File: config.mk
export PLATFORM = sky130hd
export DESIGN_NAME = tape_byte_pulse_serializer_unit
export DESIGN_NICKNAME = d
export VERILOG_FILES = /design/src/design/tbps_pkg.sv /design/src/design/tbps_step.sv /design/src/design/tape_byte_pulse_serializer_unit.sv
export SDC_FILE = /design/constraint.sdc
export NUM_CORES = 1
export LEC_CHECK = 0
export BUFFER_PORTS_ARGS = -buffer_cell sky130_fd_sc_hd__clkbuf_2
export CELL_PAD_IN_SITES_DETAIL_PLACEMENT = 0
export CELL_PAD_IN_SITES_GLOBAL_PLACEMENT = 1
export CORE_MARGIN = 2
export CORE_UTILIZATION = 52
export CTS_BUF_LIST = sky130_fd_sc_hd__clkbuf_8 sky130_fd_sc_hd__clkbuf_16
export CTS_CLUSTER_SIZE = 14
export DETAILED_ROUTE_END_ITERATION = 12
export GPL_ROUTABILITY_DRIVEN = 0
export PLACE_DENSITY = 0.83
export SLEW_MARGIN = 25
export SYNTH_ARGS = -nofsm -noshare
export SYNTH_HDL_FRONTEND = slang
export SYNTH_SLANG_ARGS = --single-unit
File: constraint.sdc
create_clock -name clk -period 12.8 [get_ports clk]
set_input_delay 0 -clock clk [delete_from_list [all_inputs] [get_ports clk]]
set_output_delay 0 -clock clk [all_outputs]
set_load 0.02 [all_outputs]
File: src/design/tbps_pkg.sv
// tbps_pkg: types, constants and helpers for the tape byte pulse serializer
// no dependencies; used by tbps_step and tape_byte_pulse_serializer_unit
package tbps_pkg;

    localparam int OFFSET_BITS  = 17;
    localparam int LEN_BITS     = 17;
    localparam int PULSE_BITS   = 16;
    localparam int SLOT_BITS    = 4;
    localparam int REPEAT_BITS  = 7;
    localparam int CYCLE_BITS   = 8;
    localparam int CFG_IDX_BITS = 2;
    localparam int CFG_DATA_BITS = 17;

    localparam logic [7:0]             SYNC_BYTE     = 8'h16;
    localparam logic [REPEAT_BITS-1:0] SYNC_REPEATS  = 7'd80;
    localparam logic [PULSE_BITS-1:0]  REWIND_COUNT  = 16'd2;
    localparam logic [OFFSET_BITS-1:0] OFFSET_MAX    = {OFFSET_BITS{1'b1}};

    // frame slots
    localparam logic [SLOT_BITS-1:0] SLOT_START      = 4'd0;
    localparam logic [SLOT_BITS-1:0] SLOT_SYNC       = 4'd1;
    localparam logic [SLOT_BITS-1:0] SLOT_DATA_FIRST = 4'd2;
    localparam logic [SLOT_BITS-1:0] SLOT_DATA_LAST  = 4'd9;
    localparam logic [SLOT_BITS-1:0] SLOT_PARITY     = 4'd10;

    // configuration register indexes
    typedef enum logic [CFG_IDX_BITS-1:0] {
        CFG_TAPE_LENGTH = 2'd0,
        CFG_ONE_PULSE   = 2'd1,
        CFG_ZERO_PULSE  = 2'd2
    } cfg_index_t;

    localparam logic [PULSE_BITS-1:0] ONE_PULSE_RESET  = 16'd208;
    localparam logic [PULSE_BITS-1:0] ZERO_PULSE_RESET = 16'd416;

    typedef struct packed {
        logic [CYCLE_BITS-1:0] elapsed_cycles;
        logic                  motor;
        logic                  rewind;
        logic [7:0]            tape_byte;
    } in_beat_t;

    typedef struct packed {
        logic                   tape_signal;
        logic                   edge_res;
        logic [OFFSET_BITS-1:0] next_offset;
        logic                   tape_ended;
    } out_beat_t;

    typedef struct packed {
        logic [LEN_BITS-1:0]   tape_length;
        logic [PULSE_BITS-1:0] one_pulse_cycles;
        logic [PULSE_BITS-1:0] zero_pulse_cycles;
    } cfg_t;

    typedef struct packed {
        logic                   motor_on;
        logic [OFFSET_BITS-1:0] byte_offset;
        logic [SLOT_BITS-1:0]   frame_slot;
        logic [REPEAT_BITS-1:0] repeat_left;
        logic                   parity_bit;
        logic                   signal_level;
        logic [PULSE_BITS-1:0]  pulse_length;
        logic [PULSE_BITS-1:0]  countdown;
        logic                   ended_flag;
    } play_state_t;

    localparam play_state_t STATE_RESET = '{
        motor_on:     1'b0,
        byte_offset:  '0,
        frame_slot:   '0,
        repeat_left:  SYNC_REPEATS,
        parity_bit:   1'b0,
        signal_level: 1'b0,
        pulse_length: '0,
        countdown:    REWIND_COUNT,
        ended_flag:   1'b0
    };

    localparam cfg_t CFG_RESET = '{
        tape_length:       '0,
        one_pulse_cycles:  ONE_PULSE_RESET,
        zero_pulse_cycles: ZERO_PULSE_RESET
    };

    // saturating offset advance
    function automatic logic [OFFSET_BITS-1:0] bump_offset(input logic [OFFSET_BITS-1:0] off);
        logic [OFFSET_BITS-1:0] res;
        res = (off == OFFSET_MAX) ? off : off + 1'b1;
        return res;
    endfunction

endpackage

File: src/design/tbps_step.sv
// tbps_step: next playback state and result for one tick beat
// depends on tbps_pkg
module tbps_step (
    input  tbps_pkg::play_state_t cur,
    input  tbps_pkg::cfg_t        cfg,
    input  tbps_pkg::in_beat_t    item,
    output tbps_pkg::play_state_t nxt,
    output tbps_pkg::out_beat_t   result
);

    tbps_pkg::play_state_t n;
    logic                  toggled;
    logic                  stop;
    logic                  past_end;
    logic [2:0]            bit_sel;
    logic [tbps_pkg::SLOT_BITS-1:0] slot_dist;

    always_comb
    begin
        n        = cur;
        toggled  = 1'b0;
        stop     = 1'b0;
        past_end = 1'b0;
        slot_dist = '0;
        bit_sel  = '0;

        if (item.rewind)
        begin
            n.byte_offset  = '0;
            n.frame_slot   = '0;
            n.countdown    = tbps_pkg::REWIND_COUNT;
            n.signal_level = 1'b0;
            n.repeat_left  = tbps_pkg::SYNC_REPEATS;
            n.ended_flag   = 1'b0;
        end

        // motor transitions
        if (item.motor != n.motor_on)
        begin
            if (!item.motor)
            begin
                if (n.frame_slot != '0)
                    n.byte_offset = tbps_pkg::bump_offset(n.byte_offset);
                n.frame_slot = '0;
            end
            else if ((n.byte_offset < cfg.tape_length) && (item.tape_byte == tbps_pkg::SYNC_BYTE))
            begin
                n.repeat_left = tbps_pkg::SYNC_REPEATS;
            end
            n.motor_on = item.motor;
        end

        past_end  = (n.byte_offset >= cfg.tape_length);
        slot_dist = n.frame_slot - tbps_pkg::SLOT_DATA_FIRST;
        bit_sel   = slot_dist[2:0];

        if (n.motor_on && (cfg.tape_length != '0) && !n.ended_flag)
        begin
            if (n.countdown > {8'd0, item.elapsed_cycles})
            begin
                n.countdown = n.countdown - {8'd0, item.elapsed_cycles};
            end
            else
            begin
                toggled = 1'b1;
                n.signal_level = ~n.signal_level;
                if (n.signal_level)
                begin
                    // pick the pulse for this frame cell
                    case (n.frame_slot) inside
                        tbps_pkg::SLOT_START:
                            n.pulse_length = cfg.one_pulse_cycles;
                        tbps_pkg::SLOT_SYNC:
                        begin
                            n.pulse_length = cfg.zero_pulse_cycles;
                            n.parity_bit   = 1'b1;
                        end
                        [tbps_pkg::SLOT_DATA_FIRST:tbps_pkg::SLOT_DATA_LAST]:
                        begin
                            if (past_end)
                                n.pulse_length = cfg.zero_pulse_cycles;
                            else if (item.tape_byte[bit_sel])
                            begin
                                n.pulse_length = cfg.one_pulse_cycles;
                                n.parity_bit   = ~n.parity_bit;
                            end
                            else
                                n.pulse_length = cfg.zero_pulse_cycles;
                        end
                        tbps_pkg::SLOT_PARITY:
                            n.pulse_length = n.parity_bit ? cfg.one_pulse_cycles
                                                          : cfg.zero_pulse_cycles;
                        default:
                            n.pulse_length = cfg.one_pulse_cycles;
                    endcase
                    n.frame_slot = n.frame_slot + 1'b1;
                    // frame wrap: end of tape, sync repeat or next byte
                    if (n.frame_slot == '0)
                    begin
                        if (past_end)
                        begin
                            n.ended_flag = 1'b1;
                            stop = 1'b1;
                        end
                        else if (n.repeat_left != '0)
                            n.repeat_left = n.repeat_left - 1'b1;
                        else
                            n.byte_offset = tbps_pkg::bump_offset(n.byte_offset);
                    end
                end
                if (!stop)
                    n.countdown = n.pulse_length;
            end
        end
    end

    assign nxt                = n;
    assign result.tape_signal = n.signal_level;
    assign result.edge_res    = toggled;
    assign result.next_offset = n.byte_offset;
    assign result.tape_ended  = n.ended_flag;

endmodule

File: src/design/tape_byte_pulse_serializer_unit.sv
// tape_byte_pulse_serializer_unit: top level of the tape pulse serializer
// depends on tbps_pkg and tbps_step
//
// plays a byte tape image as a cassette square wave, one tick beat in, one result
// beat out. a tick beat carries elapsed cycles, motor level, a rewind strobe and the
// byte at the offset given by the previous result. the result gives the signal
// level, whether it toggled, the offset to fetch next and the end flag. a tick is
// taken every clock unless the input stalls: the beat lands in an input register,
// the playback state and the result are worked out in one pass of logic and
// written to the state and result registers together, so throughput is one beat
// per cycle while nothing stalls. the input and result registers decouple the
// two sides, so a new tick can be taken while a result waits; the input stalls
// only when both registers are full and the result is held. the config port is
// always ready; write only while no tick is in flight.
module tape_byte_pulse_serializer_unit (
    input  logic                                clk,
    input  logic                                rst_n,
    // tick beats
    input  logic                                in_valid,
    output logic                                in_ready,
    input  tbps_pkg::in_beat_t                  in_data,
    // result beats
    output logic                                out_valid,
    input  logic                                out_ready,
    output tbps_pkg::out_beat_t                 out_data,
    // configuration writes
    input  logic                                cfg_valid,
    output logic                                cfg_ready,
    input  logic [tbps_pkg::CFG_IDX_BITS-1:0]   cfg_index,
    input  logic [tbps_pkg::CFG_DATA_BITS-1:0]  cfg_data
);

    // input stage
    logic                  item_valid_reg;
    tbps_pkg::in_beat_t    item_reg;
    // result stage
    logic                  out_valid_reg;
    tbps_pkg::out_beat_t   out_reg;
    // playback state and config
    tbps_pkg::play_state_t state_reg;
    tbps_pkg::play_state_t state_next;
    tbps_pkg::cfg_t        cfg_reg;
    tbps_pkg::out_beat_t   result_next;

    logic advance;   // result stage can take a new beat
    logic fire;      // input stage beat is processed this cycle

    assign advance   = !out_valid_reg || out_ready;
    assign fire      = item_valid_reg && advance;
    assign in_ready  = !item_valid_reg || advance;
    assign cfg_ready = 1'b1;
    assign out_valid = out_valid_reg;
    assign out_data  = out_reg;

    tbps_step u_step (
        .cur    (state_reg),
        .cfg    (cfg_reg),
        .item   (item_reg),
        .nxt    (state_next),
        .result (result_next)
    );

    // control and state
    always_ff @(posedge clk or negedge rst_n)
    begin
        if (!rst_n)
        begin
            item_valid_reg <= 1'b0;
            out_valid_reg  <= 1'b0;
            state_reg      <= tbps_pkg::STATE_RESET;
            cfg_reg        <= tbps_pkg::CFG_RESET;
        end
        else
        begin
            if (in_ready)
                item_valid_reg <= in_valid;
            if (advance)
                out_valid_reg <= item_valid_reg;
            if (fire)
                state_reg <= state_next;
            if (cfg_valid)
            begin
                unique case (cfg_index)
                    tbps_pkg::CFG_TAPE_LENGTH:
                        cfg_reg.tape_length <= cfg_data[tbps_pkg::LEN_BITS-1:0];
                    tbps_pkg::CFG_ONE_PULSE:
                        cfg_reg.one_pulse_cycles <= cfg_data[tbps_pkg::PULSE_BITS-1:0];
                    tbps_pkg::CFG_ZERO_PULSE:
                        cfg_reg.zero_pulse_cycles <= cfg_data[tbps_pkg::PULSE_BITS-1:0];
                    default:
                        ;   // unused index, write ignored
                endcase
            end
        end
    end

    // payload registers
    always_ff @(posedge clk)
    begin
        if (in_ready && in_valid)
            item_reg <= in_data;
        if (fire)
            out_reg <= result_next;
    end

    // sync repeat counter never reloads above its start value
    assert property (@(posedge clk) disable iff (!rst_n)
        state_reg.repeat_left <= tbps_pkg::SYNC_REPEATS)
        else $error("repeat counter out of range");

    // frame slots only advance with the motor running
    assert property (@(posedge clk) disable iff (!rst_n)
        (state_reg.frame_slot != '0) |-> state_reg.motor_on)
        else $error("frame slot moved with motor off");

    // input stalls only when both stages are full and the result is held
    assert property (@(posedge clk) disable iff (!rst_n)
        !in_ready |-> (item_valid_reg && out_valid_reg && !out_ready))
        else $error("input stalled without back pressure");

    // a processed tick always shows up as a result beat next cycle
    assert property (@(posedge clk) disable iff (!rst_n)
        fire |=> out_valid_reg)
        else $error("processed tick lost");

endmodule
=== Yosys cells after proc, flatten, opt, wreduce, memory -nomap -nowiden ===
Cells that the tools add are included.

* Output and inout port bits: 23
* Logic and storage cells: 117
* Bits of input ports: 42
* Flip-flop bits (word level): 153

* Add/subtract/negate cells: 6
* Bitwise logic cells: 4
* Multiplexer cells: 46
* Eq/ne operators: 9
* Reductions and logical operators: 24
* $lt $le $gt $ge: 6

{| class="wikitable"
|+ Operators by type and width
! operator !! count
|-
| $mux W16 || 10
|-
| $mux W17 || 7
|-
| $mux W63 || 1
|-
| $mux W29 || 2
|-
| $mux W46 || 1
|-
| $mux W7 || 5
|-
| $add A17 B1 Y17 const B || 2
|-
| $eq A17 B17 Y1 const B || 2
|-
| $mux W28 || 1
|-
| $mux W21 || 1
|-
| $ge A17 B17 Y1 || 1
|-
| $lt A17 B17 Y1 || 1
|-
| $mux W1 || 17
|-
| $reduce_bool A17 Y1 || 1
|-
| $gt A16 B8 Y1 || 1
|-
| $sub A16 B8 Y16 || 1
|-
| $eq A8 B5 Y1 const B || 1
|-
| $logic_not A4 Y1 || 2
|-
| $reduce_and A8 Y1 || 1
|-
| $reduce_bool A7 Y1 || 1
|-
| $sub A7 B1 Y7 const B || 1
|-
| $logic_and A1 B1 Y1 || 6
|-
| $reduce_and A2 Y1 || 3
|-
| $add A4 B1 Y4 const B || 1
|-
| other kinds (18) || 25
|}

=== Depth between registers and ports, before layout ===
Gate-level depths: netlist of the first run.

* Word-level depth: 18
* Mapped depth: 22
* Gate-level depth less buffers: 18

=== Modules after synthesis ===
A second synthesis of the first run with hierarchy kept.

* Cell total of the unflattened synthesis: 969
* Area total of the unflattened synthesis: 9,900.7 um^2

{| class="wikitable"
|+ By module, submodules not included
! module !! area an instance (um^2) !! times used !! cells each !! sequential area each (um^2)
|-
| tape_byte_pulse_serializer_unit || 5,475.3 || 1 || 288 || 4,030.1
|-
| tbps_step || 4,425.5 || 1 || 681 || 0.0
|}

=== Worst setup path after synthesis of the first run ===
Ideal clock, no wire load.

* Kind: reg2reg
* From: register item_reg[8] (netlist name)
* To: register state_reg[5] (netlist name)
* Path slack: 7.382 ns
* Cell stages (with the launch flop): 22
* Data arrival time: 5.292 ns
* Buffers on the path: 4
* Data required time: 12.674 ns
* Setup time: 0.126 ns
* Clock period less this slack: 5.418 ns
* Cell sequence: edfxtp_1 -> buf_4 -> buf_2 -> buf_1 -> nor2b_1 -> ha_1 -> nand4_1 -> nor2b_4 -> a2111oi_4 -> nand2_1 -> xor2_1 -> inv_1 -> ha_1 -> a21oi_1 -> o211a_1 -> a221oi_1 -> nor3_1 -> a31oi_1 -> buf_2 -> mux2i_1 -> nand2_1 -> a221o_1

* Cells in the longest elaborated chain, start to end: 15
* Elaborated cells between the ends (all ways): 41
* Those cells by class: 4 x add/sub; 4 x order compare; 3 x eq/ne; 24 x mux; 6 x reduce/logical

{| class="wikitable"
|+ RTL lines
! element !! line !! source
|-
| from (decl) || tape_byte_pulse_serializer_unit.sv:35 || <nowiki>tbps_pkg::in_beat_t item_reg;</nowiki>
|-
| from (signal assigned) || tape_byte_pulse_serializer_unit.sv:101 || <nowiki>item_reg <= in_data;</nowiki>
|-
| $mux W28 || tbps_step.sv:27 || <nowiki>if (item.rewind)</nowiki>
|-
| $add A17 B1 Y17 (tied with other cells) || tbps_pkg.sv:89 || <nowiki>res = (off == OFFSET_MAX) ? off : off + 1'b1;</nowiki>
|-
| $mux W17 / $mux W29 (equally long branches) || tbps_pkg.sv:89, tbps_step.sv:38 ||
|-
| $mux W17 / $sub A3 B2 Y3 (equally long branches) || tbps_step.sv:42, tbps_step.sv:54 ||
|-
| $mux W21 / $bmux W1 S3 (equally long branches) || tbps_step.sv:40, tbps_step.sv:82 ||
|-
| $mux W29 / $mux W1 (equally long branches) || tbps_step.sv:38, tbps_step.sv:82 ||
|-
| $ge A17 B17 Y1 / $mux W16 (equally long branches) || tbps_step.sv:53, tbps_step.sv:82 ||
|-
| $mux W16 / $mux W1 (equally long branches) || tbps_step.sv:80, tbps_step.sv:100 ||
|-
| $mux W16 / $mux W1 (equally long branches) || tbps_step.sv:70, tbps_step.sv:98 ||
|-
| $mux W16 / $mux W1 (equally long branches) || tbps_step.sv:70, tbps_step.sv:67 ||
|-
| $mux W16 / $mux W1 (equally long branches) || tbps_step.sv:70, tbps_step.sv:59 ||
|-
| $mux W16 / $mux W1 (equally long branches) || tbps_step.sv:67, tbps_step.sv:57 ||
|-
| $mux W16 || tbps_step.sv:111 || <nowiki>if (!stop)</nowiki>
|-
| $mux W16 || tbps_step.sv:59 || <nowiki>if (n.countdown > {8'd0, item.elapsed_cycles})</nowiki>
|-
| $mux W63 (*) || tbps_step.sv:57 || <nowiki>if (n.motor_on && (cfg.tape_length != '0) && !n.ended_flag)</nowiki>
|-
| to (signal assigned) || tape_byte_pulse_serializer_unit.sv:70 || <nowiki>state_reg <= tbps_pkg::STATE_RESET;</nowiki>
|-
| to (signal assigned) || tape_byte_pulse_serializer_unit.sv:80 || <nowiki>state_reg <= state_next;</nowiki>
|-
| to (decl) || tape_byte_pulse_serializer_unit.sv:40 || <nowiki>tbps_pkg::play_state_t state_reg;</nowiki>
|}

Mark *: on every way between the ends. The rest lies on a longest branch, timed or not. The select of a mux whose other input is x is not followed.
A chain may end at the register's enable or synchronous reset.

=== Worst setup path after layout of the first run ===
* From: register item_reg[8] (netlist name)
* To: register state_reg[16] (netlist name)

The elaborated chain is that of the path after synthesis.

==> results of run 1 <==
## worst paths after layout
| path | cells past startpoint | startpoint | endpoint | slack (ps) |
|---|---|---|---|---|
| worst max-delay path | 18 | item_reg[8] | state_reg[16] | 6810 |
| worst min-delay path | 2 | rst_n | cfg_reg[19] | 100 |
| worst max register to register | 18 | item_reg[8] | state_reg[16] | 6810 |
| worst min register to register | 2 | state_reg[31] | state_reg[31] | 480 |
| max in group asynchronous | 3 | rst_n | state_reg[22] | 11340 |
| min in group clk | 4 | cfg_index[0] | cfg_reg[48] | 150 |
## power breakdown
part	internal [µW]	leakage, µW	switching (µW)	total (µW)
Combinational	163	0.00266	238	401
Sequential	597	0.00181	55.7	652
Clock	264	0.000295	241	504
Total	1020	0.00477	535	1560
## worst max-delay path: stages, from the launching register on
cell,delay (ps)
edfxtp_1,350
buf_4,300
nor2b_1,340
ha_1,310
nand4_1,240
nor2b_4,320
a21oi_1,250
and2_1,250
xnor2_1,290
inv_1,80
ha_1,300
nand4_1,100
a21oi_1,110
o21ai_0,120
a221oi_1,790
o21bai_1,420
o21bai_1,830
a211oi_1,140
a221o_1,310
## cell usage in the layout (no fill, tap or decap), drive strengths merged, types with 9 or more instances in the layout
| master | netlist | layout |
|---|---|---|
| mux2 | 53 | 53 |
| buf | 12 | 9 |
| nor2b | 27 | 27 |
| nor3 | 19 | 19 |
| xor2 | 20 | 20 |
| inv | 52 | 62 |
| dfrtp | 106 | 106 |
| dfstp | 9 | 9 |
| mux2i | 20 | 20 |
| xnor2 | 16 | 16 |
| nor4 | 9 | 9 |
| clkbuf | 20 | 79 |
| a21oi | 32 | 32 |
| nor2 | 47 | 47 |
| nand4 | 12 | 12 |
| edfxtp | 38 | 38 |
| dlygate4sd3 | 0 | 45 |
| nand3 | 14 | 14 |
| ha | 55 | 55 |
| a2111oi | 10 | 10 |
| nand2b | 10 | 10 |
| a211oi | 15 | 15 |
| o21ai | 70 | 70 |
| nand2 | 99 | 99 |
| and2 | 9 | 9 |
| a221o | 9 | 9 |
## metrics by stage
step | hold WS (ps) | setup slack (ps) | utilization [%] | cell area (µm²)
2_1_floorplan | -295.6 | 7382 | - | 9245
3_3_place_gp | 44.89 | 7134 | 56.31 | 9774
3_5_place_dp | 60.74 | 6887 | 56.31 | 9774
4_1_cts | 127.2 | 6785 | 62.36 | 10820
5_1_grt | 169.7 | 6286 | 62.36 | 10820
6_report | 104.8 | 6810 | 62.36 | 10820
## area by class of cell
| cell class | instances | area, µm² | share of cell area (%) |
|---|---|---|---|
| clock buffers | 17 | 425.4 | 3.931 |
| clock inverters | 15 | 172.7 | 1.595 |
| inverters | 55 | 206.4 | 1.908 |
| multi-input cells | 662 | 4878 | 45.08 |
| flip-flops and latches | 153 | 4030 | 37.24 |
| well taps | 225 | 281.5 | 2.601 |
| repair buffers | 116 | 828.3 | 7.653 |
## per-layer routing
layer	up-vias	routed length, µm
li1	3520	-
met1	3503	10480
met2	149	10430
met3	22	1022
met4	0	221
met5	-	0
## logic make-up after synthesis
kind of cell    Yosys count  synth area share [%]
simple gates            283                 16.38
compound gates          212                 16.13
flops                   153                 43.59
buf+inv                  87                 3.762
mux                      74                 8.864
fa+ha+maj                56                 7.660
xor+xnor                 36                 3.573
other cells               1               0.04056
==> results.md, run 1 <==
- Vias in the first global route: 6915
- Syn nets: 1000
- EDFF count, synth: 38
- Final Net Count: 1103
- Standby leakage power: 0.004765 µW
- Core area: 17360 µm²
- Setup TNS: 0 ps
- Post-synthesis sequential area ratio: 43.59%
- GRT Util Overall: 24.81%
- Synth area leader: dfrtp_1
- I/O pins: 65
- Critical Path RT: 13120 ps
- PortBufs: 63
- DRT iter0 DRCs: 494
- Yosys warns: 0
- Post-synth cell types: 92
- Largest net degree at the start of global routing: 70
- CTS sink count: 153
- Root Driver: clkbuf_16
- Total power: 1558 µW
- Die Area: 18860 µm²
- Clock buffer depth: 2
- GR peak layer: met2
- Most common cell in the netlist: dfrtp_1
- Grt met3 use: 5.077%
- HP Class: input pin to async pin
- Peak VDD IR: 0.1061 mV
- PostCTS Resize Cnt: 0
- Fmax: 167.0 MHz
- Maxcap violations: 0
- Worst EP arrival: 6310 ps
- Crit Path Max Fanout: 48
- Final setup vio count: 0
- Post-layout min period: 5990 ps
- Ant. Diodes: 0
- Placed insts: 1166
- Post CTS Setup Buffer Count: 0
- Worst skew pair latency: 430 ps
- Synth top cells by count: 106 x dfrtp_1, 98 x nand2_1, 70 x o21ai_0, 55 x ha_1
- Initial Util: 53.27%
- Cell area after synthesis: 9245 µm²
- Via count: 7194
- Outcome: complete, no violations
- DPL Wire Length: 15930 µm
- CTS tree: done
- Routed Wire Length: 22150 µm
- FP Rows: 48
- Rel. slew slack: 36.40%
- Total gr overflow: 0
- Final antenna-violating net count: 0
- Final std cells w/o fill: 1243
- Met2 usage: 39.97%
- First-pass GRT wire length: 36020 µm
- Met1 GRT Util: 34.74%
- RSZ-0062 raised after global routing: false
- Top area cells in the synthesized netlist: dfrtp_1 29%, edfxtp_1 12%, ha_1 7.4%
- Final Skew: 14.69 ps
- Most used DFF post-synth: dfrtp_1
- Drc violations: 0
- Startpoint Class: flip-flop
- Power Dens Cells: 144.0 nW/µm²
- Filler Cells Inserted: 1471
- Num CTS Buffers: 17
- Max reg flops: 64
- Synth-to-layout area growth: 17.07%
- Final Hold Viols: 0
- Cell count after synthesis: 902
- Setup CP Type: flip-flop to flip-flop
- H-tree depth: 4
- WL per Instance: 17.82 µm
- Share of cells above drive strength 1: 19.16%
- Hold buffers post-CTS: 45
- Vias per inst: 5.788
- Top-area cell type share of the netlist area: 28.69%
- Fraction of the cycle the final worst path needs: 46.79%
- Clock Pin Slew Worst Setup and Hold Paths: 80 ps
- Antenna violations before repair: 0
- Fin. max-slew vios: 0
- Die Wd: 137.3 µm
- 1st-pass router iterations: 5
- Post-synth ARST share: 75.16%
- Mapped Avg Cell Area: 10.25 µm²
- Critical Path End Type: flip-flop
- Seq cells post-synth: 153
- Worst-Margin Slew: 946.8 ps
- Die Ht: 137.3 µm
Note: power is estimated with default switching activity, not from simulation.
==> run 2: changes to the inputs <==
--- a/config.mk
+++ b/config.mk
@@ -9,12 +9,12 @@
 export CELL_PAD_IN_SITES_DETAIL_PLACEMENT = 0
 export CELL_PAD_IN_SITES_GLOBAL_PLACEMENT = 1
 export CORE_MARGIN = 2
-export CORE_UTILIZATION = 52
+export CORE_UTILIZATION = 49
 export CTS_BUF_LIST = sky130_fd_sc_hd__clkbuf_8 sky130_fd_sc_hd__clkbuf_16
 export CTS_CLUSTER_SIZE = 14
 export DETAILED_ROUTE_END_ITERATION = 12
 export GPL_ROUTABILITY_DRIVEN = 0
-export PLACE_DENSITY = 0.83
+export PLACE_DENSITY = 0.78
 export SLEW_MARGIN = 25
 export SYNTH_ARGS = -nofsm -noshare
 export SYNTH_HDL_FRONTEND = slang
==> constraint.sdc (replaced) <==
create_clock -name clk -period 6.1 [get_ports clk]
set_input_delay 0 -clock clk [delete_from_list [all_inputs] [get_ports clk]]
set_output_delay 0 -clock clk [all_outputs]
set_load 0.02 [all_outputs]
==> results.md, run 2 (synthesis results as in run 1) <==
- Outcome: complete, no violations (unchanged)
- Pint: 2137 µW (was 1024 µW)
- Most frequent CP cell: buf_4
- DPL Wire Length: 16600 µm (was 15930 µm)
- Peak VDD IR: 0.2118 mV (was 0.1061 mV)
- Clock Power Share: 31.5% (was 32.4%)
- Final setup vio count: 0 (unchanged)
- Sw Share: 33.69% (was 34.31%)
- RSZ-0062 raised after global routing: false (unchanged)
- Initial Util: 49.76% (was 53.27%)
- WL per Instance: 18.02 µm (was 17.82 µm)
- H-tree depth: 4 (unchanged)
- GR peak layer: met2 (unchanged)
- Critical Path RT: 6380 ps (was 13120 ps)
- PortBufs: 63 (unchanged)
- 1st-pass router iterations: 6 (was 5)
- Largest net degree at the start of global routing: 79 (was 70)
- Synth-to-layout area growth: 16.88% (was 17.07%)
- Root Driver: clkbuf_16 (unchanged)
- Commonest non-fill, non-tap cells in the layout: 106 x dfrtp_1, 98 x nand2_1, 70 x o21ai_0, 62 x clkbuf_2, 55 x ha_1 (unchanged)
- Most common cell after layout, fill and taps aside: dfrtp_1 (unchanged)
- Worst EP arrival: 5820 ps (was 6310 ps)
- Clock buffer depth: 2 (unchanged)
- Worst-Margin Slew: 989.4 ps (was 946.8 ps)
- CP max stage cell: a221oi_1 (was o21bai_1)
- Power Dens Cells: 298.2 nW/µm² (was 144.0 nW/µm²)
- Ant. Diodes: 0 (unchanged)
- CP Cell Sequence: buf_4 -> nand2b_1 -> nor4_4 -> a21oi_2 -> and2_1 -> xnor2_1 -> inv_1 -> ha_1 -> nand4_1 -> a21oi_1 -> o21ai_0 -> a221oi_1 -> nor3_1 -> a31oi_2 -> buf_4 -> mux2i_1 -> a211o_1 -> o311ai_0 (was buf_4 -> nor2b_1 -> ha_1 -> nand4_1 -> nor2b_4 -> a21oi_1 -> and2_1 -> xnor2_1 -> inv_1 -> ha_1 -> nand4_1 -> a21oi_1 -> o21ai_0 -> a221oi_1 -> o21bai_1 -> o21bai_1 -> a211oi_1 -> a221o_1)
- Crit path from: item_reg[8] (unchanged)
- Vias in the first global route: 6988 (was 6915)
- I/O pins: 65 (unchanged)
- Max reg flops: 64 (unchanged)
- CTS sink count: 153 (unchanged)
- Crit Path Max Fanout: 18 (was 48)
- Net Sw Power: 1086 µW (was 534.6 µW)
- Grt met3 use: 4.725% (was 5.077%)
- CTS tree: done (unchanged)
- DP Area: 9853 µm² (was 9774 µm²)
- Post CTS Setup Buffer Count: 0 (unchanged)
- Total gr overflow: 0 (unchanged)
- Non-Filler Cell Area, Final: 10810 µm² (was 10820 µm²)
- Standby leakage power: 0.004774 µW (was 0.004765 µW)
- Startpoint Class: flip-flop (unchanged)
- Antenna violations before repair: 0 (unchanged)
- Num CTS Buffers: 17 (unchanged)
- Hold Slack: 76.84 ps (was 104.8 ps)
- DRT iter0 DRCs: 491 (was 494)
- Sequential Power Share: 42.5% (was 41.9%)
- Fmax: 180.7 MHz (was 167.0 MHz)
- Final Net Count: 1106 (was 1103)
- Share of cells above drive strength 1: 20.08% (was 19.16%)
- Final Skew: 11.07 ps (was 14.69 ps)
- Combinational share of power: 26.0% (was 25.8%)
- Vias per inst: 5.797 (was 5.788)
- Drc violations: 0 (unchanged)
- Core area: 18580 µm² (was 17360 µm²)
- Met2 usage: 37.89% (was 39.97%)
- Die Wd: 141.4 µm (was 137.3 µm)
- R2R Path Start: item_reg[8] (unchanged)
- Post-layout min period: 5534 ps (was 5990 ps)
- Slowest stage delay, CP: 780 ps (was 830 ps)
- Setup CP Type: flip-flop to flip-flop (unchanged)
- Worst skew pair latency: 440 ps (was 430 ps)
- Maxcap violations: 0 (unchanged)
- Final Hold Viols: 0 (unchanged)
- Setup TNS: 0 ps (unchanged)
- Die Ht: 141.4 µm (was 137.3 µm)
- Routed Wire Length: 22610 µm (was 22150 µm)
- GRT Util Overall: 23.81% (was 24.81%)
- HP Class: input pin to async pin (unchanged)
- Filler Cells Inserted: 1652 (was 1471)
- Rel. slew slack: 33.53% (was 36.40%)
- Fin. max-slew vios: 0 (unchanged)
- Die Area: 19980 µm² (was 18860 µm²)
- Critical Path End Type: flip-flop (unchanged)
- Met1 GRT Util: 33.84% (was 34.74%)
- Final antenna-violating net count: 0 (unchanged)
- FP Rows: 50 (was 48)
- Via count: 7275 (was 7194)
- Clock Pin Slew Worst Setup and Hold Paths: 70 ps (was 80 ps)
- First-pass GRT wire length: 37030 µm (was 36020 µm)
- Fraction of the cycle the final worst path needs: 90.71% (was 46.79%)
[run 2: changes by cell type in the layout (fill, tap and decap cells not counted), moves of 2 or more]
| cell | before | now |
|---|---|---|
| buf_4 | 9 | 17 |
| dlygate4sd3_1 | 45 | 39 |
| clkinv_8 | 5 | 0 |
| clkinv_4 | 0 | 2 |
[run 2: critical path: cells and delay by family, from the launching register on]
| kind | cells | cell delay [ps] |
|---|---|---|
| and+or+nand+nor | 5 | 1420 |
| adders and majority gates | 1 | 310 |
| AOI/OAI and AO/OA | 7 | 1840 |
| buffers and inverters | 3 | 640 |
| xor gates and xnor gates | 1 | 320 |
| DFF | 1 | 410 |
| muxes | 1 | 410 |
[run 2: layer usage]
| metal | vias up | part of all wire, % |
|---|---|---|
| met4 | 0 | 1.1 |
| met1 | 3558 | 48 |
| met5 | - | 0 |
| li1 | 3513 | - |
| met2 | 183 | 46 |
| met3 | 21 | 4.9 |
[run 2: final timing paths]
path / end / slack, ps / depth (start not counted)
worst max-delay path: state_reg[11] / 570 / 18
worst min-delay path: cfg_reg[19] / 80 / 2
worst max register to register: state_reg[11] / 570 / 18
min in group clk: cfg_reg[41] / 130 / 4
max in group asynchronous: state_reg[38] / 4930 / 3
worst min register to register: state_reg[28] / 460 / 2
[run 2: layout make-up]
type | instances | area (µm²) | share of cell area (%)
sequential | 153 | 4030 | 37.30
clock inverter | 14 | 113.9 | 1.054
timing repair buffer | 119 | 839.6 | 7.770
inverter | 55 | 206.4 | 1.911
tap | 234 | 292.8 | 2.710
multi-input combinational | 662 | 4883 | 45.19
clock buffer | 18 | 439.2 | 4.064
[run 2: repair_timing]
item                                   4_1_cts  5_1_grt
endpoints found under the hold margin      106        0
resized for setup                            0        1
hold buffers                                39        0
setup endpoints to repair                    0       12
[run 2: power by group through the flow]
stage               sequential, µW  combinational, µW  clock [µW]
finish                        1370                839        1010
global route                  1390                944        1080
CTS                           1370                838        1040
detailed placement            1380                812           0
global placement              1380                803           0
floorplan                     1370                589           0
[run 2: metrics by stage]
step | total power [µW] | util (%) | setup slack (ps) | cells
detailed placement | 2197 | 53.03 | 516.8 | 1184
CTS | 3240 | 58.11 | 472.8 | 1255
global placement | 2186 | 53.03 | 646.9 | 1184
floorplan | 1954 | - | 682.4 | 902
finish | 3223 | 58.15 | 566.4 | 1255
global route | 3410 | 58.15 | 29.78 | 1255
